File: src/chhc_pkg.sv
// chunk header hash check: shared constants and hash step functions
// no dependencies; used by every module of the block
package chhc_pkg;

	localparam int unsigned HASH_W = 32;
	localparam int unsigned HALF_W = 16;
	localparam int unsigned SIDE_W_DEF = 32;

	// seed used when the incoming hash is zero: the pass's byte length
	localparam logic [HASH_W-1:0] SEED_WORD = 32'd4;
	localparam logic [HASH_W-1:0] SEED_HALF = 32'd2;

	// one main round over a 32-bit word, low half first
	function automatic logic [HASH_W-1:0] mix4(input logic [HASH_W-1:0] h_in,
			input logic [HASH_W-1:0] word);
		logic [HASH_W-1:0] h;
		logic [HASH_W-1:0] t;
		h = h_in + {16'd0, word[15:0]};
		t = {5'd0, word[31:16], 11'd0} ^ h;
		h = {h[15:0], 16'd0} ^ t;
		h = h + {11'd0, h[31:11]};
		return h;
	endfunction

	// two-byte tail round
	function automatic logic [HASH_W-1:0] mix2(input logic [HASH_W-1:0] h_in,
			input logic [HALF_W-1:0] half);
		logic [HASH_W-1:0] h;
		h = h_in + {16'd0, half};
		h = h ^ {h[20:0], 11'd0};
		h = h + {17'd0, h[31:17]};
		return h;
	endfunction

	// avalanche, first three steps
	function automatic logic [HASH_W-1:0] aval_front(input logic [HASH_W-1:0] h_in);
		logic [HASH_W-1:0] h;
		h = h_in ^ {h_in[28:0], 3'd0};
		h = h + {5'd0, h[31:5]};
		h = h ^ {h[27:0], 4'd0};
		return h;
	endfunction

	// avalanche, last three steps
	function automatic logic [HASH_W-1:0] aval_back(input logic [HASH_W-1:0] h_in);
		logic [HASH_W-1:0] h;
		h = h_in + {17'd0, h_in[31:17]};
		h = h ^ {h[6:0], 25'd0};
		h = h + {6'd0, h[31:6]};
		return h;
	endfunction

endpackage

File: src/chhc_ifs.sv
// chunk header hash check: valid/ready channel interfaces for header and result words
// depends on chhc_pkg
interface chhc_hdr_if;
	import chhc_pkg::*;
	logic                valid;
	logic                ready;
	logic [HASH_W-1:0]   chunk_id;
	logic [HALF_W-1:0]   chunk_version;
	logic [HASH_W-1:0]   chunk_length;
	logic [HASH_W-1:0]   stored_sum;

	modport source (output valid, chunk_id, chunk_version, chunk_length, stored_sum,
		input ready);
	modport sink (input valid, chunk_id, chunk_version, chunk_length, stored_sum,
		output ready);
endinterface

interface chhc_res_if;
	import chhc_pkg::*;
	logic                valid;
	logic                ready;
	logic [HASH_W-1:0]   header_sum;
	logic                corrupt;

	modport source (output valid, header_sum, corrupt, input ready);
	modport sink (input valid, header_sum, corrupt, output ready);
endinterface

File: src/chhc_pass.sv
// chunk header hash check: one hash pass as two pipeline stages
// depends on chhc_pkg; carries a side payload of SIDE_W bits alongside the hash
module chhc_pass
	import chhc_pkg::*;
#(
	parameter int unsigned SIDE_W = SIDE_W_DEF
) (
	input  logic              clk,
	input  logic              arst_n,
	input  logic              up_valid,
	output logic              up_ready,
	input  logic [HASH_W-1:0] hash_in,
	input  logic [HASH_W-1:0] word,
	input  logic              half,
	input  logic [SIDE_W-1:0] side_in,
	output logic              dn_valid,
	input  logic              dn_ready,
	output logic [HASH_W-1:0] hash_out,
	output logic [SIDE_W-1:0] side_out
);

	logic              valid_s1, valid_s2;
	logic [HASH_W-1:0] h_s1, h_s2;
	logic [SIDE_W-1:0] side_s1, side_s2;
	logic              ready_s1, ready_s2;
	logic [HASH_W-1:0] seed, h_start, h_mix;

	assign ready_s2 = !valid_s2 || dn_ready;
	assign ready_s1 = !valid_s1 || ready_s2;
	assign up_ready = ready_s1;

	// zero incoming hash is replaced by the pass's byte length
	always_comb begin
		seed    = half ? SEED_HALF : SEED_WORD;
		h_start = (hash_in == '0) ? seed : hash_in;
		h_mix   = half ? mix2(h_start, word[HALF_W-1:0]) : mix4(h_start, word);
	end

	always_ff @(posedge clk or negedge arst_n) begin
		if (!arst_n) begin
			valid_s1 <= 1'b0;
			valid_s2 <= 1'b0;
		end else begin
			if (ready_s1) begin
				valid_s1 <= up_valid;
			end
			if (ready_s2) begin
				valid_s2 <= valid_s1;
			end
		end
	end

	always_ff @(posedge clk) begin
		if (up_valid && ready_s1) begin
			h_s1    <= aval_front(h_mix);
			side_s1 <= side_in;
		end
		if (valid_s1 && ready_s2) begin
			h_s2    <= aval_back(h_s1);
			side_s2 <= side_s1;
		end
	end

	assign dn_valid = valid_s2;
	assign hash_out = h_s2;
	assign side_out = side_s2;

endmodule

File: src/chhc_chk.sv
// chunk header hash check: compare against the stored sum and hold the result word
// depends on chhc_pkg and chhc_res_if
module chhc_chk
	import chhc_pkg::*;
(
	input  logic              clk,
	input  logic              arst_n,
	input  logic              up_valid,
	output logic              up_ready,
	input  logic [HASH_W-1:0] hash_in,
	input  logic [HASH_W-1:0] stored_sum,
	chhc_res_if.source        res
);

	logic              valid_s1;
	logic [HASH_W-1:0] sum_s1;
	logic              corrupt_s1;

	assign up_ready = !valid_s1 || res.ready;

	always_ff @(posedge clk or negedge arst_n) begin
		if (!arst_n) begin
			valid_s1 <= 1'b0;
		end else if (up_ready) begin
			valid_s1 <= up_valid;
		end
	end

	always_ff @(posedge clk) begin
		if (up_valid && up_ready) begin
			sum_s1     <= hash_in;
			corrupt_s1 <= (hash_in != stored_sum);
		end
	end

	assign res.valid      = valid_s1;
	assign res.header_sum = sum_s1;
	assign res.corrupt    = corrupt_s1;

endmodule

File: src/chunk_header_hash_check.sv
// chunk header hash check: top level, three chained hash passes and the compare stage
// depends on chhc_pkg, chhc_ifs, chhc_pass and chhc_chk
//
// usage
//   hdr (sink) takes one header word per handshake: chunk_id, chunk_version,
//   chunk_length and the stored_sum read from the header
//   res (source) gives one result word per header: header_sum, the chained
//   hash over id, version and length, and corrupt, set when it differs from
//   stored_sum
//   the hash runs as three passes (4 id bytes, 2 version bytes, 4 length
//   bytes), each cut into mix plus first half of the avalanche, then the
//   second half; a final stage compares and holds the result
//   a word accepted on hdr runs through the stages of the passes and the compare
//   stage to res; one word is accepted every cycle as long as res is taken
//   each stage has its own valid bit and ready, so a stall on res fills the
//   empty stages first; hdr.ready drops only when all 7 stages hold a word
//   reset clears the valid bits only; nothing is lost or repeated on a stall
module chunk_header_hash_check
	import chhc_pkg::*;
(
	input  logic       clk,
	input  logic       arst_n,
	chhc_hdr_if.sink   hdr,
	chhc_res_if.source res
);

	localparam int unsigned SIDE1_W = HALF_W + 2 * HASH_W;
	localparam int unsigned SIDE2_W = 2 * HASH_W;
	localparam int unsigned SIDE3_W = HASH_W;

	// pass 1: id word, side carries version, length, stored sum
	logic               p1_valid, p1_ready;
	logic [HASH_W-1:0]  p1_hash;
	logic [SIDE1_W-1:0] p1_side;
	// pass 2: version half, side carries length, stored sum
	logic               p2_valid, p2_ready;
	logic [HASH_W-1:0]  p2_hash;
	logic [SIDE2_W-1:0] p2_side;
	// pass 3: length word, side carries stored sum
	logic               p3_valid, p3_ready;
	logic [HASH_W-1:0]  p3_hash;
	logic [SIDE3_W-1:0] p3_side;

	chhc_pass #(.SIDE_W(SIDE1_W)) u_pass_id (
		.clk      (clk),
		.arst_n   (arst_n),
		.up_valid (hdr.valid),
		.up_ready (hdr.ready),
		.hash_in  ('0),
		.word     (hdr.chunk_id),
		.half     (1'b0),
		.side_in  ({hdr.chunk_version, hdr.chunk_length, hdr.stored_sum}),
		.dn_valid (p1_valid),
		.dn_ready (p1_ready),
		.hash_out (p1_hash),
		.side_out (p1_side)
	);

	// version sits in the top bits of the side word
	chhc_pass #(.SIDE_W(SIDE2_W)) u_pass_ver (
		.clk      (clk),
		.arst_n   (arst_n),
		.up_valid (p1_valid),
		.up_ready (p1_ready),
		.hash_in  (p1_hash),
		.word     ({{(HASH_W-HALF_W){1'b0}}, p1_side[SIDE1_W-1:SIDE2_W]}),
		.half     (1'b1),
		.side_in  (p1_side[SIDE2_W-1:0]),
		.dn_valid (p2_valid),
		.dn_ready (p2_ready),
		.hash_out (p2_hash),
		.side_out (p2_side)
	);

	chhc_pass #(.SIDE_W(SIDE3_W)) u_pass_len (
		.clk      (clk),
		.arst_n   (arst_n),
		.up_valid (p2_valid),
		.up_ready (p2_ready),
		.hash_in  (p2_hash),
		.word     (p2_side[SIDE2_W-1:SIDE3_W]),
		.half     (1'b0),
		.side_in  (p2_side[SIDE3_W-1:0]),
		.dn_valid (p3_valid),
		.dn_ready (p3_ready),
		.hash_out (p3_hash),
		.side_out (p3_side)
	);

	// compare with the stored sum and hold the result word
	chhc_chk u_chk (
		.clk        (clk),
		.arst_n     (arst_n),
		.up_valid   (p3_valid),
		.up_ready   (p3_ready),
		.hash_in    (p3_hash),
		.stored_sum (p3_side),
		.res        (res)
	);

endmodule
File: src/flat_wrapper.sv
// flat-port wrapper written by rule: the top's interface ports become plain ports
module chunk_header_hash_check_flat import chhc_pkg::*;
  (clk, arst_n, hdr_valid, hdr_chunk_id, hdr_chunk_version, hdr_chunk_length, hdr_stored_sum, hdr_ready, res_valid, res_header_sum, res_corrupt, res_ready);
  chhc_hdr_if hdr_i ();
  chhc_res_if res_i ();
  input  logic clk;
  input  logic arst_n;
  input wire logic [$bits(hdr_i.valid)-1:0] hdr_valid;
  input wire logic [$bits(hdr_i.chunk_id)-1:0] hdr_chunk_id;
  input wire logic [$bits(hdr_i.chunk_version)-1:0] hdr_chunk_version;
  input wire logic [$bits(hdr_i.chunk_length)-1:0] hdr_chunk_length;
  input wire logic [$bits(hdr_i.stored_sum)-1:0] hdr_stored_sum;
  output wire logic [$bits(hdr_i.ready)-1:0] hdr_ready;
  output wire logic [$bits(res_i.valid)-1:0] res_valid;
  output wire logic [$bits(res_i.header_sum)-1:0] res_header_sum;
  output wire logic [$bits(res_i.corrupt)-1:0] res_corrupt;
  input wire logic [$bits(res_i.ready)-1:0] res_ready;
  assign hdr_i.valid = hdr_valid;
  assign hdr_i.chunk_id = hdr_chunk_id;
  assign hdr_i.chunk_version = hdr_chunk_version;
  assign hdr_i.chunk_length = hdr_chunk_length;
  assign hdr_i.stored_sum = hdr_stored_sum;
  assign hdr_ready = hdr_i.ready;
  assign res_valid = res_i.valid;
  assign res_header_sum = res_i.header_sum;
  assign res_corrupt = res_i.corrupt;
  assign res_i.ready = res_ready;
  chunk_header_hash_check u_core (.clk(clk), .arst_n(arst_n), .hdr(hdr_i), .res(res_i));
endmodule
File: config.mk
export PLATFORM = sky130hd
export DESIGN_NAME = chunk_header_hash_check_flat
export DESIGN_NICKNAME = d
export VERILOG_FILES = /design/src/chhc_pkg.sv /design/src/chhc_ifs.sv /design/src/chhc_pass.sv /design/src/chhc_chk.sv /design/src/chunk_header_hash_check.sv /design/src/flat_wrapper.sv
export SDC_FILE = /design/constraint.sdc
export NUM_CORES = 1
export LEC_CHECK = 0
export BUFFER_PORTS_ARGS = -buffer_cell sky130_fd_sc_hd__buf_2
export CAP_MARGIN = 10
export CORE_ASPECT_RATIO = 1.1
export CORE_UTILIZATION = 55
export CTS_BUF_LIST = sky130_fd_sc_hd__clkbuf_16
export DETAILED_ROUTE_END_ITERATION = 7
export PLACE_DENSITY = 0.72
export SLEW_MARGIN = 20
export SYNTH_ARGS = -nofsm -noshare
export SYNTH_HDL_FRONTEND = slang
export SYNTH_HIERARCHICAL = 1
export SYNTH_SLANG_ARGS = --single-unit
File: constraint.sdc
create_clock -name clk -period 22.6 [get_ports clk]
set_input_delay 1.13 -clock clk [delete_from_list [all_inputs] [get_ports clk]]
set_output_delay 1.13 -clock clk [all_outputs]
set_load 0.05 [all_outputs]
==> impl_results.md <==
- Status: completed
- Clock Root Buffer: clkbuf_16
- Initial DRC count: approximately 2500
- Seq cells post-synth: around 580
- Post-route ant nets: 0
- TritonRoute pass-1 iters: 6
- H-tree Lvls: 2
- Fin. Hold Viols: 0
- Fmax: 0.104 GHz
- Slew Limit Headroom: between 20% and 30%
- DPL Wire Length: ~89000 µm
- Met3 Use GR: under 10%
- Global-route wire length before repair: 173000 µm
- Most used routing layer: met2
- DRC errors left: 0
- Cts hold-fix bufs: 0
- Area occupied by multi-input gates: around 26000 µm²
- Buffer count from post-CTS setup fixing: 0
- Setup tns final: 0 ns
- Post-synth design cell area: between 40000 and 50000 µm²
- Die extent in y: about 300 µm
- Yosys warns: 6
- Die W: approximately 270 µm
- Worst EP required: ~23 ns
- Initial Utilization: around 56%
- Clock Skew: 0.0346 ns
- Post-Route WL: about 110000 µm
- Die Area: between 80000 and 90000 µm²
- Area Growth Syn to Fin: 9.45%
- Critical-path top delay cell: a211oi_2
- Final min period: ~9.6 ns
- CTS tree: done
- # fillers: ~6500
- GPL Wtd Cong: 0.966
- # IOs: roughly 150
- Vias: approximately 33000
- Synth unique cells: roughly 130
- Final-report max-slew violation count: 0
- Met2 Resource Use GR: 47.1%
- RSZ-0062 raised after global routing: no
- Overflow after GRT: 0
- Crit path DAT: around 10 ns
- Asr flop ratio synth: 1.20%
- R2R depth: 37
- Row cnt: approximately 110
- Worst Path Max Fanout: 5
- Crit end category: flop
- Antenna violations before repair: 1
- Max-cap viol count: 0
- Crit path top cell by count: nor2_1
- Port buffer count: 150
- Max Root-Sink Buffers: 3
- CP max stage delay: roughly 0.50 ns
- Wire length per cell: slightly above 20 µm
- Worst setup SP type: flop
- Post-synth EDFFs: about 580
- Register area: 17500 µm²
- Final period util: between 40 and 50%
- Endpoints failing setup: 0
- Aggregate global-route resource usage: roughly 27%
- Worst hold path class: in2async
- Vias in the first global route: ~32000
- Syn_area_per_cell: around 11 µm²
- Layout cells sized above 1: between 8 and 9%
- Primary FF master, synth: edfxtp_1
- Net count of the finished layout: ~4900
- CORE AREA: 79100 µm²
- Largest net degree at the start of global routing: between 60 and 70
- Worst skew pair latency: approximately 0.65 ns
- TritonCTS Buffers: 60
- GRT met1 Usage: approximately 36%
- Vias/cell: roughly 6
- Clock transition at the registers of the reported paths: 0.10 ns
- Worst-Margin Slew: about 1.1 ns
- Register area share after synthesis: 39.7%
- Post-synthesis cell count: 4152
- Post-CTS Resized: 0
- Critical path class: reg2reg
- Clk sinks: a little under 600
==> Yosys cell counts, types with 13 or more instances <==
| master | count | share of area, % |
|---|---|---|
| edfxtp_1 | 577 | 39 |
| clkbuf_1 | 71 | 0.60 |
| a21o_1 | 121 | 2.1 |
| xnor3_1 | 23 | 1.2 |
| a21boi_0 | 17 | 0.29 |
| ha_1 | 360 | 10 |
| xor2_1 | 305 | 6.1 |
| and2_1 | 33 | 0.47 |
| a21oi_1 | 296 | 3.4 |
| nand4_1 | 62 | 0.88 |
| and3_1 | 74 | 1.1 |
| buf_2 | 22 | 0.25 |
| mux2i_1 | 14 | 0.32 |
| nor3_1 | 68 | 0.77 |
| fa_1 | 18 | 0.82 |
| nor2b_1 | 36 | 0.51 |
| xnor2_1 | 468 | 9.3 |
| o21ai_1 | 15 | 0.17 |
| nor2_1 | 249 | 2.1 |
| nand2_1 | 209 | 1.8 |
| and4_1 | 23 | 0.46 |
| xnor2_2 | 13 | 0.48 |
| a211o_1 | 18 | 0.36 |
| a211oi_1 | 42 | 0.72 |
| or2_2 | 14 | 0.20 |
| inv_1 | 127 | 1.1 |
| nand2b_1 | 64 | 0.91 |
| a31oi_1 | 34 | 0.48 |
| o211ai_1 | 20 | 0.34 |
| nor4_1 | 45 | 0.64 |
| nand3_1 | 88 | 1.0 |
| o21a_1 | 68 | 1.2 |
| o21ai_0 | 208 | 2.4 |
| or3_1 | 20 | 0.28 |
| o21bai_1 | 43 | 0.73 |
==> final cells by class <==
type / instances / area share (%)
Sequential cell: 584 / 36.3
Clock inverter: 45 / 0.937
Multi-Input combinational cell: 3456 / 54.1
Tap cell: 1045 / 2.71
Clock buffer: 61 / 3.17
Timing Repair Buffer: 163 / 1.76
Antenna cell: 2 / 0.0104
Inverter: 130 / 1.01
==> state kept, by name (all words and copies together) (netlist names) <==
name                         count
u_core/u_pass_ver/h_s1          32
u_core/u_pass_id/side_out       80
u_core/u_pass_ver/valid_s1       1
u_core/u_pass_len/dn_valid       1
u_core/u_pass_len/hash_out      32
u_core/u_pass_id/dn_valid        1
u_core/u_pass_len/side_out      32
u_core/u_chk/res.corrupt         1
u_core/u_pass_ver/side_out      64
u_core/u_pass_ver/hash_out      32
u_core/u_pass_id/hash_out       32
u_core/u_pass_id/side_s1        80
u_core/u_pass_id/valid_s1        1
u_core/u_pass_ver/side_s1       64
u_core/u_pass_len/h_s1          32
u_core/u_pass_len/valid_s1       1
u_core/u_pass_ver/dn_valid       1
u_core/u_pass_len/side_s1       32
u_core/u_pass_id/h_s1           32
u_core/u_chk/res.header_sum     32
u_core/u_chk/res.valid           1
==> final timing paths <==
check                                                          to  slack [ns]                                startpoint
hold / removal              u_core/u_pass_id/valid_s1$_DFFE_PN0N_        0.30                                    arst_n
hold reg to reg            u_core/u_pass_len/side_s1[4]$_DFFE_PP_        0.40   u_core/u_pass_ver/side_out[4]$_DFFE_PP_
setup reg to reg             u_core/u_pass_len/h_s1[30]$_DFFE_PP_       12.98  u_core/u_pass_ver/hash_out[27]$_DFFE_PP_
setup / recovery             u_core/u_pass_len/h_s1[30]$_DFFE_PP_       12.98  u_core/u_pass_ver/hash_out[27]$_DFFE_PP_
min in group clk           u_core/u_pass_len/side_s1[4]$_DFFE_PP_        0.40   u_core/u_pass_ver/side_out[4]$_DFFE_PP_
max in group asynchronous  u_core/u_pass_ver/valid_s1$_DFFE_PN0N_       22.10                                    arst_n
==> through the flow <==
stage,area (µm²),worst slack (ns),hold WS [ns],utilization [%],cells
2_1_floorplan,44500,14.46,0.400,-,4270
3_3_place_gp,46200,13.44,0.400,58.5,5378
3_5_place_dp,46200,13.10,0.405,58.5,5378
4_1_cts,48200,13.11,0.261,61.0,5484
5_1_grt,48200,12.35,0.282,61.0,5484
6_report,48200,12.98,0.304,61.0,5486
==> critical path, delay by kind of cell (launching register included) <==
family	cells	cell delay, ns
AOI/OAI and AO/OA	19	5.08
and+or+nand+nor	9	1.63
adders and majority gates	4	1.37
xor gates and xnor gates	5	0.86
DFF	1	0.45
==> cell usage in the layout (no fill, tap or decap), types with 42 or more instances in the layout <==
master / synthesis / routed
a211oi_1: 42 / 42
a21o_1: 121 / 121
a21oi_1: 296 / 296
and3_1: 74 / 74
buf_2: 22 / 150
clkbuf_16: 0 / 61
conb_1: 2 / 120
edfxtp_1: 577 / 577
ha_1: 360 / 360
inv_1: 127 / 136
nand2_1: 209 / 209
nand2b_1: 64 / 64
nand3_1: 88 / 88
nand4_1: 62 / 62
nor2_1: 249 / 249
nor3_1: 68 / 68
nor4_1: 45 / 45
o21a_1: 68 / 68
o21ai_0: 208 / 208
o21bai_1: 43 / 43
xnor2_1: 468 / 468
xor2_1: 305 / 305
==> metal layers <==
layer	vias to the layer above	share of wire, %
li1	15800	-
met2	1057	49
met3	203	5.2
met5	-	0
met1	15500	43
met4	0	3.0
==> logic make-up (layout without fill, tap and decap cells) <==
kind of cell	after synthesis	after routing	share of synthesized area [%]
XOR/XNOR	826	826	17.9
buffers and inverters	230	399	2.08
flip-flops	584	584	39.7
other	2	122	0.0170
AND/OR/NAND/NOR	1047	1047	12.5
AO/OA/AOI/OAI	1061	1061	16.1
multiplexers	24	24	0.676
adder cells (fa/ha/maj)	378	378	11.0
Power is not shown: default switching activity piles up to over one toggle a cycle in this logic, so the estimate is an artifact.
